[src/design/x86d_pkg.sv]
// Shared types and constants for the x86 subset instruction decoder.
// No dependencies; imported by every module of the decoder.
`default_nettype none

package x86d_pkg;

  localparam logic [3:0] MAX_LENGTH = 4'd15;

  localparam logic [7:0] PFX_LOCK  = 8'hF0;
  localparam logic [7:0] PFX_REPNE = 8'hF2;
  localparam logic [7:0] PFX_REP   = 8'hF3;
  localparam logic [7:0] PFX_CS    = 8'h2E;
  localparam logic [7:0] PFX_SS    = 8'h36;
  localparam logic [7:0] PFX_DS    = 8'h3E;
  localparam logic [7:0] PFX_ES    = 8'h26;
  localparam logic [7:0] PFX_FS    = 8'h64;
  localparam logic [7:0] PFX_GS    = 8'h65;
  localparam logic [7:0] PFX_OPSZ  = 8'h66;
  localparam logic [7:0] PFX_ADSZ  = 8'h67;

  localparam logic [7:0] OP_JMP8   = 8'hEB;
  localparam logic [7:0] OP_ESC    = 8'h0F;
  localparam logic [7:0] OP_ESC_1E = 8'h1E;
  localparam logic [7:0] OP_ENDBR  = 8'hFB;
  localparam logic [7:0] OP_MOVRR  = 8'h89;
  localparam logic [7:0] OP_GRP83  = 8'h83;
  localparam logic [7:0] OP_MOVIMM = 8'hC7;
  localparam logic [4:0] OP_PUSH_HI = 5'b01010;
  localparam logic [4:0] OP_POP_HI  = 5'b01011;

  localparam logic [2:0] REG_SUB = 3'd5;
  localparam logic [2:0] RM_SIB  = 3'd4;
  localparam logic [1:0] MOD_REG = 2'd3;
  localparam logic [1:0] MOD_D8  = 2'd1;

  localparam int PF_LOCK  = 0;
  localparam int PF_REPNE = 1;
  localparam int PF_REP   = 2;
  localparam int PF_NT    = 3;
  localparam int PF_TK    = 4;
  localparam int PF_OPSZ  = 5;
  localparam int PF_ADSZ  = 6;

  typedef enum logic [2:0] {
    SEG_NONE = 3'd0,
    SEG_CS   = 3'd1,
    SEG_SS   = 3'd2,
    SEG_DS   = 3'd3,
    SEG_ES   = 3'd4,
    SEG_FS   = 3'd5,
    SEG_GS   = 3'd6
  } seg_t;

  typedef enum logic [2:0] {
    FORM_UNKNOWN = 3'd0,
    FORM_PUSH    = 3'd1,
    FORM_POP     = 3'd2,
    FORM_JMP8    = 3'd3,
    FORM_ENDBR32 = 3'd4,
    FORM_MOVRR   = 3'd5,
    FORM_SUBIMM8 = 3'd6,
    FORM_MOVIMMD = 3'd7
  } form_t;

  typedef enum logic [2:0] {
    PH_PREFIX  = 3'd0,
    PH_OP0F    = 3'd1,
    PH_OP0F1E  = 3'd2,
    PH_JMPDISP = 3'd3,
    PH_MODRM   = 3'd4,
    PH_IMM8    = 3'd5,
    PH_DISP8   = 3'd6,
    PH_IMM32   = 3'd7
  } phase_t;

  typedef struct packed {
    logic [7:0] code_byte;
    logic       final_byte;
  } x86d_in_t;

  typedef struct packed {
    logic [31:0]       inst_address;
    logic [3:0]        inst_length;
    logic [2:0]        form;
    logic [2:0]        first_register;
    logic [2:0]        second_register;
    logic [31:0]       immediate;
    logic signed [7:0] displacement;
    logic [6:0]        prefix_flags;
    logic [2:0]        segment_override;
  } x86d_out_t;

endpackage

`default_nettype wire

[src/design/x86_subset_instruction_decoder.sv]
// Top level of the x86 subset instruction decoder: input register, decode core,
// result register. Depends on x86d_pkg and x86d_core.
`default_nettype none

// Takes 32-bit x86 code one byte per transaction and sustains one byte per
// clock cycle while the result is not stalled: each byte is held in an input
// register, decoded combinationally against the decode state in x86d_core,
// and an instruction that the byte completes lands in the result register and
// is presented from there. A stalled result holds the byte in
// the input register and stalls the input channel until the result is taken.
// Prefixes, cut-off instructions and the 15-byte cap are handled on the same
// path; bytes that complete nothing give no result. Writing start_address
// restarts decoding at that address and drops any partial instruction; the
// write is taken while the input register is empty.
module x86_subset_instruction_decoder
  import x86d_pkg::*;
(
  input  wire logic        clk,
  input  wire logic        rst_n,
  input  wire logic        in_valid,
  output logic             in_stall,
  input  wire x86d_in_t    in_data,
  output logic             out_valid,
  input  wire logic        out_stall,
  output x86d_out_t        out_data,
  input  wire logic        cfg_valid,
  output logic             cfg_ready,
  input  wire logic [31:0] cfg_data
);

  logic      s1_valid_r, s1_valid_nxt;
  x86d_in_t  s1_data_r;
  logic      out_valid_r, out_valid_nxt;
  x86d_out_t out_data_r;
  logic      out_free;
  logic      s1_go;
  logic      in_take;
  logic      cfg_we;
  logic      emit;
  x86d_out_t result;

  assign out_free  = !out_valid_r || !out_stall;
  assign s1_go     = s1_valid_r && out_free;
  assign in_stall  = s1_valid_r && !out_free;
  assign in_take   = in_valid && !in_stall;
  assign cfg_ready = !s1_valid_r;
  assign cfg_we    = cfg_valid && cfg_ready;

  assign s1_valid_nxt  = in_take || (s1_valid_r && !s1_go);
  assign out_valid_nxt = (s1_go && emit) || (out_valid_r && out_stall);

  x86d_core u_core (
    .clk       (clk),
    .rst_n     (rst_n),
    .step_en   (s1_go),
    .step_data (s1_data_r),
    .cfg_we    (cfg_we),
    .cfg_addr  (cfg_data),
    .emit      (emit),
    .result    (result)
  );

  always_ff @(posedge clk) begin
    if (!rst_n) begin
      s1_valid_r  <= 1'b0;
      out_valid_r <= 1'b0;
    end else begin
      s1_valid_r  <= s1_valid_nxt;
      out_valid_r <= out_valid_nxt;
    end
  end

  always_ff @(posedge clk) begin
    if (in_take) begin
      s1_data_r <= in_data;
    end
    if (s1_go && emit) begin
      out_data_r <= result;
    end
  end

  assign out_valid = out_valid_r;
  assign out_data  = out_data_r;

endmodule

`default_nettype wire

[src/design/x86d_core.sv]
// Decode state and single-step decode logic: one code byte per enabled cycle.
// Depends on x86d_pkg.
`default_nettype none

module x86d_core
  import x86d_pkg::*;
(
  input  wire logic        clk,
  input  wire logic        rst_n,
  input  wire logic        step_en,
  input  wire x86d_in_t    step_data,
  input  wire logic        cfg_we,
  input  wire logic [31:0] cfg_addr,
  output logic             emit,
  output x86d_out_t        result
);

  phase_t      phase_r,   phase_nxt;
  logic [3:0]  count_r,   count_nxt;
  logic [31:0] addr_r,    addr_nxt;
  logic [6:0]  pfx_r,     pfx_nxt;
  logic [2:0]  seg_r,     seg_nxt;
  logic [7:0]  opcode_r,  opcode_nxt;
  logic [7:0]  modrm_r,   modrm_nxt;
  logic [7:0]  disp_r,    disp_nxt;
  logic [31:0] acc_r,     acc_nxt;
  logic [1:0]  nimm_r,    nimm_nxt;

  logic [7:0]  b;
  logic [3:0]  cnt;
  logic [1:0]  md;
  logic [2:0]  rg;
  logic [2:0]  rm;
  logic [31:0] acc_upd;
  logic        done;

  assign b   = step_data.code_byte;
  assign cnt = count_r + 4'd1;
  assign md  = b[7:6];
  assign rg  = b[5:3];
  assign rm  = b[2:0];
  assign acc_upd = acc_r | ({24'd0, b} << {nimm_r, 3'b000});

  always_comb begin
    phase_nxt  = phase_r;
    pfx_nxt    = pfx_r;
    seg_nxt    = seg_r;
    opcode_nxt = opcode_r;
    modrm_nxt  = modrm_r;
    disp_nxt   = disp_r;
    acc_nxt    = acc_r;
    nimm_nxt   = nimm_r;
    done       = 1'b0;
    result     = '0;
    result.form = FORM_UNKNOWN;

    unique case (phase_r)
      PH_PREFIX: begin
        unique case (b)
          PFX_LOCK:  pfx_nxt[PF_LOCK]  = 1'b1;
          PFX_REPNE: pfx_nxt[PF_REPNE] = 1'b1;
          PFX_REP:   pfx_nxt[PF_REP]   = 1'b1;
          PFX_CS: begin
            seg_nxt = SEG_CS;
            pfx_nxt[PF_NT] = 1'b1;
          end
          PFX_SS:    seg_nxt = SEG_SS;
          PFX_DS: begin
            seg_nxt = SEG_DS;
            pfx_nxt[PF_TK] = 1'b1;
          end
          PFX_ES:    seg_nxt = SEG_ES;
          PFX_FS:    seg_nxt = SEG_FS;
          PFX_GS:    seg_nxt = SEG_GS;
          PFX_OPSZ:  pfx_nxt[PF_OPSZ] = 1'b1;
          PFX_ADSZ:  pfx_nxt[PF_ADSZ] = 1'b1;
          default: begin
            opcode_nxt = b;
            priority if (b[7:3] == OP_PUSH_HI) begin
              done = 1'b1;
              result.form = FORM_PUSH;
              result.first_register = rm;
            end else if (b[7:3] == OP_POP_HI) begin
              done = 1'b1;
              result.form = FORM_POP;
              result.first_register = rm;
            end else if (b == OP_JMP8) begin
              phase_nxt = PH_JMPDISP;
            end else if (b == OP_ESC) begin
              phase_nxt = PH_OP0F;
            end else begin
              phase_nxt = PH_MODRM;
            end
          end
        endcase
      end
      PH_OP0F: begin
        if (b != OP_ESC_1E) begin
          done = 1'b1;
        end else begin
          phase_nxt = PH_OP0F1E;
        end
      end
      PH_OP0F1E: begin
        done = 1'b1;
        if (b == OP_ENDBR) begin
          result.form = FORM_ENDBR32;
        end
      end
      PH_JMPDISP: begin
        disp_nxt = b;
        done = 1'b1;
        result.form = FORM_JMP8;
        result.displacement = b;
      end
      PH_MODRM: begin
        modrm_nxt = b;
        priority if (opcode_r == OP_MOVRR && md == MOD_REG) begin
          done = 1'b1;
          result.form = FORM_MOVRR;
          result.first_register = rm;
          result.second_register = rg;
        end else if (opcode_r == OP_GRP83 && md == MOD_REG) begin
          phase_nxt = PH_IMM8;
        end else if (opcode_r == OP_MOVIMM && md == MOD_D8 && rg == 3'd0 && rm != RM_SIB) begin
          phase_nxt = PH_DISP8;
        end else begin
          done = 1'b1;
        end
      end
      PH_IMM8: begin
        done = 1'b1;
        if (modrm_r[5:3] == REG_SUB) begin
          result.form = FORM_SUBIMM8;
          result.first_register = modrm_r[2:0];
          result.immediate = {{24{b[7]}}, b};
        end
      end
      PH_DISP8: begin
        disp_nxt  = b;
        acc_nxt   = '0;
        nimm_nxt  = '0;
        phase_nxt = PH_IMM32;
      end
      PH_IMM32: begin
        acc_nxt = acc_upd;
        if (nimm_r == 2'd3) begin
          done = 1'b1;
          result.form = FORM_MOVIMMD;
          result.first_register = modrm_r[2:0];
          result.immediate = acc_upd;
          result.displacement = disp_r;
        end else begin
          nimm_nxt = nimm_r + 2'd1;
        end
      end
    endcase

    if (!done && (step_data.final_byte || cnt >= MAX_LENGTH)) begin
      done = 1'b1;
      result.form = FORM_UNKNOWN;
      result.first_register = '0;
      result.second_register = '0;
      result.immediate = '0;
      result.displacement = '0;
    end

    result.inst_address = addr_r;
    result.inst_length = cnt;
    result.prefix_flags = pfx_nxt;
    result.segment_override = seg_nxt;

    count_nxt = cnt;
    addr_nxt  = addr_r;
    if (done) begin
      addr_nxt   = addr_r + {28'd0, cnt};
      phase_nxt  = PH_PREFIX;
      count_nxt  = '0;
      pfx_nxt    = '0;
      seg_nxt    = SEG_NONE;
      opcode_nxt = '0;
      modrm_nxt  = '0;
      disp_nxt   = '0;
      acc_nxt    = '0;
      nimm_nxt   = '0;
    end
  end

  assign emit = step_en && done;

  always_ff @(posedge clk) begin
    if (!rst_n) begin
      phase_r  <= PH_PREFIX;
      count_r  <= '0;
      addr_r   <= '0;
      pfx_r    <= '0;
      seg_r    <= SEG_NONE;
      opcode_r <= '0;
      modrm_r  <= '0;
      disp_r   <= '0;
      acc_r    <= '0;
      nimm_r   <= '0;
    end else if (cfg_we) begin
      phase_r  <= PH_PREFIX;
      count_r  <= '0;
      addr_r   <= cfg_addr;
      pfx_r    <= '0;
      seg_r    <= SEG_NONE;
      opcode_r <= '0;
      modrm_r  <= '0;
      disp_r   <= '0;
      acc_r    <= '0;
      nimm_r   <= '0;
    end else if (step_en) begin
      phase_r  <= phase_nxt;
      count_r  <= count_nxt;
      addr_r   <= addr_nxt;
      pfx_r    <= pfx_nxt;
      seg_r    <= seg_nxt;
      opcode_r <= opcode_nxt;
      modrm_r  <= modrm_nxt;
      disp_r   <= disp_nxt;
      acc_r    <= acc_nxt;
      nimm_r   <= nimm_nxt;
    end
  end

endmodule

`default_nettype wire

[config.mk]
export PLATFORM = sky130hd
export DESIGN_NAME = x86_subset_instruction_decoder
export DESIGN_NICKNAME = d
export VERILOG_FILES = /design/src/design/x86d_pkg.sv /design/src/design/x86_subset_instruction_decoder.sv /design/src/design/x86d_core.sv
export SDC_FILE = /design/constraint.sdc
export NUM_CORES = 1
export LEC_CHECK = 0
export BUFFER_PORTS_ARGS = -buffer_cell sky130_fd_sc_hd__buf_2
export CAP_MARGIN = 20
export CORE_UTILIZATION = 56
export CTS_CLUSTER_DIAMETER = 200
export DETAILED_ROUTE_END_ITERATION = 8
export PLACE_DENSITY = 0.78
export SYNTH_ARGS = -nofsm -noshare
export SYNTH_HDL_FRONTEND = slang
export SYNTH_SLANG_ARGS = --single-unit
[constraint.sdc]
create_clock -name clk -period 4.9 [get_ports clk]
set_clock_uncertainty 0.2 [all_clocks]
set_input_delay 0.245 -clock clk [delete_from_list [all_inputs] [get_ports clk]]
set_output_delay 0.245 -clock clk [all_outputs]
set_load 0.1 [all_outputs]
# Word level (Yosys, flattened, before mapping)
# Cells that the tools add are included.
dict set report word_totals {
  ram_bits 0
  mem_bits_ro 0
  out_inout_bits 98
  word_cells 180
  latchBits 0
  input_bits 46
  memories 0
  register_bits 211
}
dict set report classes {
  order_cmp 1
  muxes 62
  addsub 3
  reduce_logical 46
  n_bitwise 4
  n_eq_ne 40
  n_mul 0
  div_mod_pow 0
  n_shift 1
}
# cell n
set op_table {}
lappend op_table {{two-way mux 32 bit} 5}
lappend op_table {{case mux 32 bit (2 select lines)} 2}
lappend op_table {{equality test 8 bit, second input constant} 8}
lappend op_table {{two-way mux 40 bit} 1}
lappend op_table {{two-way mux 8 bit} 5}
lappend op_table {{two-way mux 3 bit} 13}
lappend op_table {{two-way mux 6 bit} 6}
lappend op_table {{case mux 3 bit (6 select lines)} 2}
lappend op_table {{adder 32 x 4 -> 32 bit} 1}
lappend op_table {{equality test 8 x 6 -> 1 bit, second input constant} 4}
lappend op_table {{equality test 8 x 7 -> 1 bit, second input constant} 4}
lappend op_table {{bitwise OR 32 bit} 1}
lappend op_table {{<< shifter 8 x 5 -> 32 bit} 1}
lappend op_table {{case mux 3 bit (4 select lines)} 2}
lappend op_table {{!= test 3 x 2 -> 1 bit, second input constant} 6}
lappend op_table {{two-way mux 1 bit} 16}
lappend op_table {{case mux 8 bit (2 select lines)} 1}
lappend op_table {{equality test 3 bit, second input constant} 5}
lappend op_table {{logical AND 1 bit} 14}
lappend op_table {{two-way mux 7 bit} 2}
lappend op_table {{OR reduction 11 bit} 1}
lappend op_table {{equality test 5 x 4 -> 1 bit, second input constant} 2}
lappend op_table {{nonzero test 2 bit} 5}
lappend op_table {{two-way mux 9 bit} 1}
lappend op_table {{28 further kinds} 49}

# Longest topological paths before layout
dict set report depth {
  depth_word 14
  ltp_mapped 11
  depth_no_buf 10
}

# By module
# Synthesis repeated with hierarchy kept, for this count alone.
dict set report unflattened {
  cells_unflattened 871
  area_unflattened_um2 9276.4
}
# mod instances seq_area_each_um2 cells_each area_each_um2
set by_module_without_submodules {}
lappend by_module_without_submodules {x86d_core 1 2102.0 755 6053.3}
lappend by_module_without_submodules {x86_subset_instruction_decoder 1 3163.0 116 3223.1}

# Worst setup path before layout
# Ideal clock, no wire load.
dict set report synth_path {
  path_type {flip-flop to flip-flop}
  start {reg s1_data_r[3] in the netlist's numbering}
  end {reg out_data_r (netlist bit out_data[0]), enable pin}
  arrival_time_ns 3.622
  period_less_slack_ns 4.272
  required_time_ns 4.250
  slack_ns 0.628
  setup_time_ns 0.450
  n_path_buf 3
  path_stages_with_launch 9
  path_cell_list {edfxtp_1 clkbuf_2 or3b_1 a41oi_1 o21a_1 o31ai_1 buf_2 buf_2 inv_1}
}
dict set report synth_via {
  elab_chain_len 11
  elab_cells_between_ends 26
  cone_classes {eq/ne: 13; mux: 7; reduce/logical: 6}
}
# item line
set synth_rtl {}
lappend synth_rtl {{start, declared} x86_subset_instruction_decoder.sv:32} ;# x86d_in_t s1_data_r;
lappend synth_rtl {{start signal, assigned} x86_subset_instruction_decoder.sv:75} ;# s1_data_r <= in_data;
lappend synth_rtl {{!= test 3 bit} x86d_core.sv:125} ;# end else if (opcode_r == OP_MOVIMM && md == MOD_D8 && rg == 3'd0 && rm != RM_SIB) begin
lappend synth_rtl {{logical AND 1 bit} x86d_core.sv:125}
lappend synth_rtl {{two-way mux 1 bit} x86d_core.sv:125}
lappend synth_rtl {{two-way mux 1 bit} x86d_core.sv:123} ;# end else if (opcode_r == OP_GRP83 && md == MOD_REG) begin
lappend synth_rtl {{two-way mux 1 bit} x86d_core.sv:118} ;# priority if (opcode_r == OP_MOVRR && md == MOD_REG) begin
lappend synth_rtl {{case mux 1 bit (5 select lines) *} x86d_core.sv:57} ;# unique case (phase_r)
lappend synth_rtl {{logical NOT 1 bit} x86d_core.sv:159} ;# if (!done && (step_data.final_byte || cnt >= MAX_LENGTH)) begin
lappend synth_rtl {{logical AND 1 bit} x86d_core.sv:159}
lappend synth_rtl {{two-way mux 1 bit *} x86d_core.sv:159}
lappend synth_rtl {{logical AND 1 bit *} x86d_core.sv:189} ;# assign emit = step_en && done;
lappend synth_rtl {{logical AND 1 bit *} x86_subset_instruction_decoder.sv:77} ;# if (s1_go && emit) begin
lappend synth_rtl {{end signal, assigned} x86_subset_instruction_decoder.sv:78} ;# out_data_r <= result;
lappend synth_rtl {{end, declared} x86_subset_instruction_decoder.sv:34} ;# x86d_out_t out_data_r;
# Mark *: on every way between the ends. The rest lies on a longest branch, timed or not.
# A chain may end at the register's enable or synchronous reset.

# Worst setup path after layout
dict set report layout_path {
  start {reg s1_data_r[7] in the netlist's numbering}
  end {reg out_data_r (netlist bit out_data[47]), enable pin}
}
dict set report layout_via {
  elab_chain_len 13
  elab_cells_between_ends 35
  cone_classes {eq/ne: 16; mux: 9; reduce/logical: 10}
}
# item line
set layout_rtl {}
lappend layout_rtl {{equality test 2 x 1 -> 1 bit} x86d_core.sv:125}
lappend layout_rtl {{logical AND 1 bit (3 in a row)} x86d_core.sv:125}
lappend layout_rtl {{two-way mux 1 bit} x86d_core.sv:125}
lappend layout_rtl {{two-way mux 1 bit} x86d_core.sv:123}
lappend layout_rtl {{two-way mux 1 bit} x86d_core.sv:118}
lappend layout_rtl {{case mux 1 bit (5 select lines) *} x86d_core.sv:57}
lappend layout_rtl {{logical NOT 1 bit} x86d_core.sv:159}
lappend layout_rtl {{logical AND 1 bit} x86d_core.sv:159}
lappend layout_rtl {{two-way mux 1 bit *} x86d_core.sv:159}
lappend layout_rtl {{logical AND 1 bit *} x86d_core.sv:189}
lappend layout_rtl {{logical AND 1 bit *} x86_subset_instruction_decoder.sv:77}
# Marked as above.

==> run metrics <==
status=complete, no violations; share of post-route cells with drive strength above 1=20.6%; MaxCap Viol Count=0; Commonest cells post-synth=dfxtp_1, edfxtp_1, nor2_1; Post-Place Setup Slack=1.21 ns; CORE AREA=15800 sq um; Diodes inserted=0; clock slew at reported path FFs=0.06 ns; Max Clk Rate=265 MHz; final worst path period share=77.1%; total gr overflow=0; Setup WS post-layout=1.12 ns; CTS H-tree depth=1; WL/cell=18.4 um; Setup violations, final=0; Die ar.=16600 sq um; vias in the first global route=6935; Total Routing Usage GR=27.0%; final hold violation count=0; Fillers=1181; TritonCTS Buffers=22; Avg Vias per Cell=6.16; Worst Tran Pin Value=1.02 ns; DRT antenna net count=0; area leader, netlist=edfxtp_1; Initial Utilization=57.0%; crit end category=flip-flop; DIE HEIGHT=129 um; num ports=144; most frequent cell after synthesis=dfxtp_1; crit path launch type=flip-flop; HPWL Detailed=13.7 mm; initial antenna violation count=0; first-pass GRT wire length=35.7 mm; DR vias=7606; row cnt=46; EDFF count, synth=104; # Post-CTS Setup Buffers=0; syn_area_per_cell=10.6 sq um; die extent in x=129 um; Post-Syn Area=9020 sq um; total leakage power=0.00404 uW; RSZ-0062 raised after global routing=false; Max clock buf depth=3; nets=1057; yosys warns=0; CTS tree=done; Area contributors post-synth=edfxtp_1, dfxtp_1, a31oi_1; CP arrival=3.76 ns; FF+latch count, synth=211; Critical Path RT=4.88 ns; Routed WL=22.7 mm; Iter 0 DRT Violations=716; share of the synthesized area in the top cell type=34.6%; worst min-delay path class=in -> reg; number of remaining DRC errors=0; DR pass1 iterations=5; # port buffers=143; Pwr Density=365 nW/um^2; Distinct cells, synth=72; maximum VDD drop=284 uV; Syn Inst Count=849; Final GP Congestion=0.866; final-report max-slew violation count=0; Setup Total Neg Slack=0 ns; root buf cell=clkbuf_16; pin count of the biggest net entering global routing=65; Crit Path Max Fanout=53; sequential-to-total area share from yosys stat=58.4%; CP Class=reg -> reg; ys async rst share=0%; Worst-Skew Late Latency=0.50 ns; Sink Count=211; Top FF cell, synth=dfxtp_1; Syn Nets=903; minimum clock period=3.78 ns; Area Overhead vs Synth=21.7%; Rel. slew slack=31.1%
[worst max-delay path, stage by stage, from the launching register on]
cell	delay [ns]
edfxtp_1	0.85
nor3b_4	0.33
a211oi_1	0.13
nor3_2	0.63
o31ai_4	0.07
buf_4	0.27
inv_4	0.56
buf_4	0.37
[timing repair]
action                                 4_1_cts  5_1_grt
endpoints found under the hold margin       43        0
gates resized for setup                      0        0
hold buffers                                43        0
[area by class of cell]
type | instances | area, sq um | area share (%)
tap | 216 | 270 | 2.46
multi-input combinational | 551 | 3420 | 31.2
timing repair buffer | 201 | 1250 | 11.4
clock inverter | 6 | 33.8 | 0.308
inverter | 16 | 62.6 | 0.570
clock buffer | 34 | 667 | 6.08
sequential | 211 | 5270 | 48.0
[power by group]
part           internal, uW  switching [uW]  total (uW)  leakage (uW)
Sequential             1910            62.8        1970       0.00185
Combinational           106             340         446       0.00184
Clock                   936             654        1590      0.000350
Total                  2950            1060        4010       0.00404
[layer usage]
layer	track usage [%]	routed length [um]
met3	4.66	1690
met1	36.8	9810
met2	43.9	10700
met5	0	0
met4	9.13	508
[cell usage in the layout, fill, tap and decap left out, drive strengths merged, types with 16 or more instances in the layout]
master and n:
nand4 16, nand2 48, o31ai 19, a32oi 16
clkbuf 36, edfxtp 104, dlygate4sd3 43, nor2 70
nand3 22, inv 16, a22o 22, a31oi 55
a21oi 48, o21ai 66, buf 156, dfxtp 107
[state kept, by name, summed over array words and instances, names as in the netlist]
signal and cells:
out_valid 1, u_core.pfx_r 7, s1_valid_r 1, u_core.modrm_r 6
out_data 95, s1_data_r 9, u_core.seg_r 3, u_core.phase_r 3
u_core.addr_r 32, u_core.count_r 4, u_core.nimm_r 2, u_core.acc_r 32
u_core.disp_r 8, u_core.opcode_r 8
[cells by family after synthesis]
logic type / after synthesis / synth area share (%)
mux: 6 / 0.680
buf+inv: 87 / 3.93
compound gates: 273 / 19.9
xor+xnor: 7 / 0.680
simple gates: 257 / 15.3
flops: 211 / 58.4
fa+ha+maj: 8 / 1.19
[final timing paths]
path,cells past startpoint,slack [ns],endpoint,start
worst max-delay path,7,1.12,out_data[47],s1_data_r[7]
worst min-delay path,4,0.11,u_core.addr_r[2],cfg_valid
worst max register to register,7,1.12,out_data[47],s1_data_r[7]
worst min register to register,2,0.25,u_core.modrm_r[0],u_core.modrm_r[0]
[stage by stage]
step	power [uW]	util, %	area [sq um]	cells	hold WS, ns
2_1_floorplan	2320	-	9020	849	0.144
3_3_place_gp	2410	62.0	9820	1148	0.223
3_5_place_dp	2420	62.0	9820	1148	0.224
4_1_cts	4010	69.2	10900	1231	0.0802
5_1_grt	4120	69.3	11000	1235	0.130
6_report	4010	69.3	11000	1235	0.113
Power figures use the tool's default switching activity.
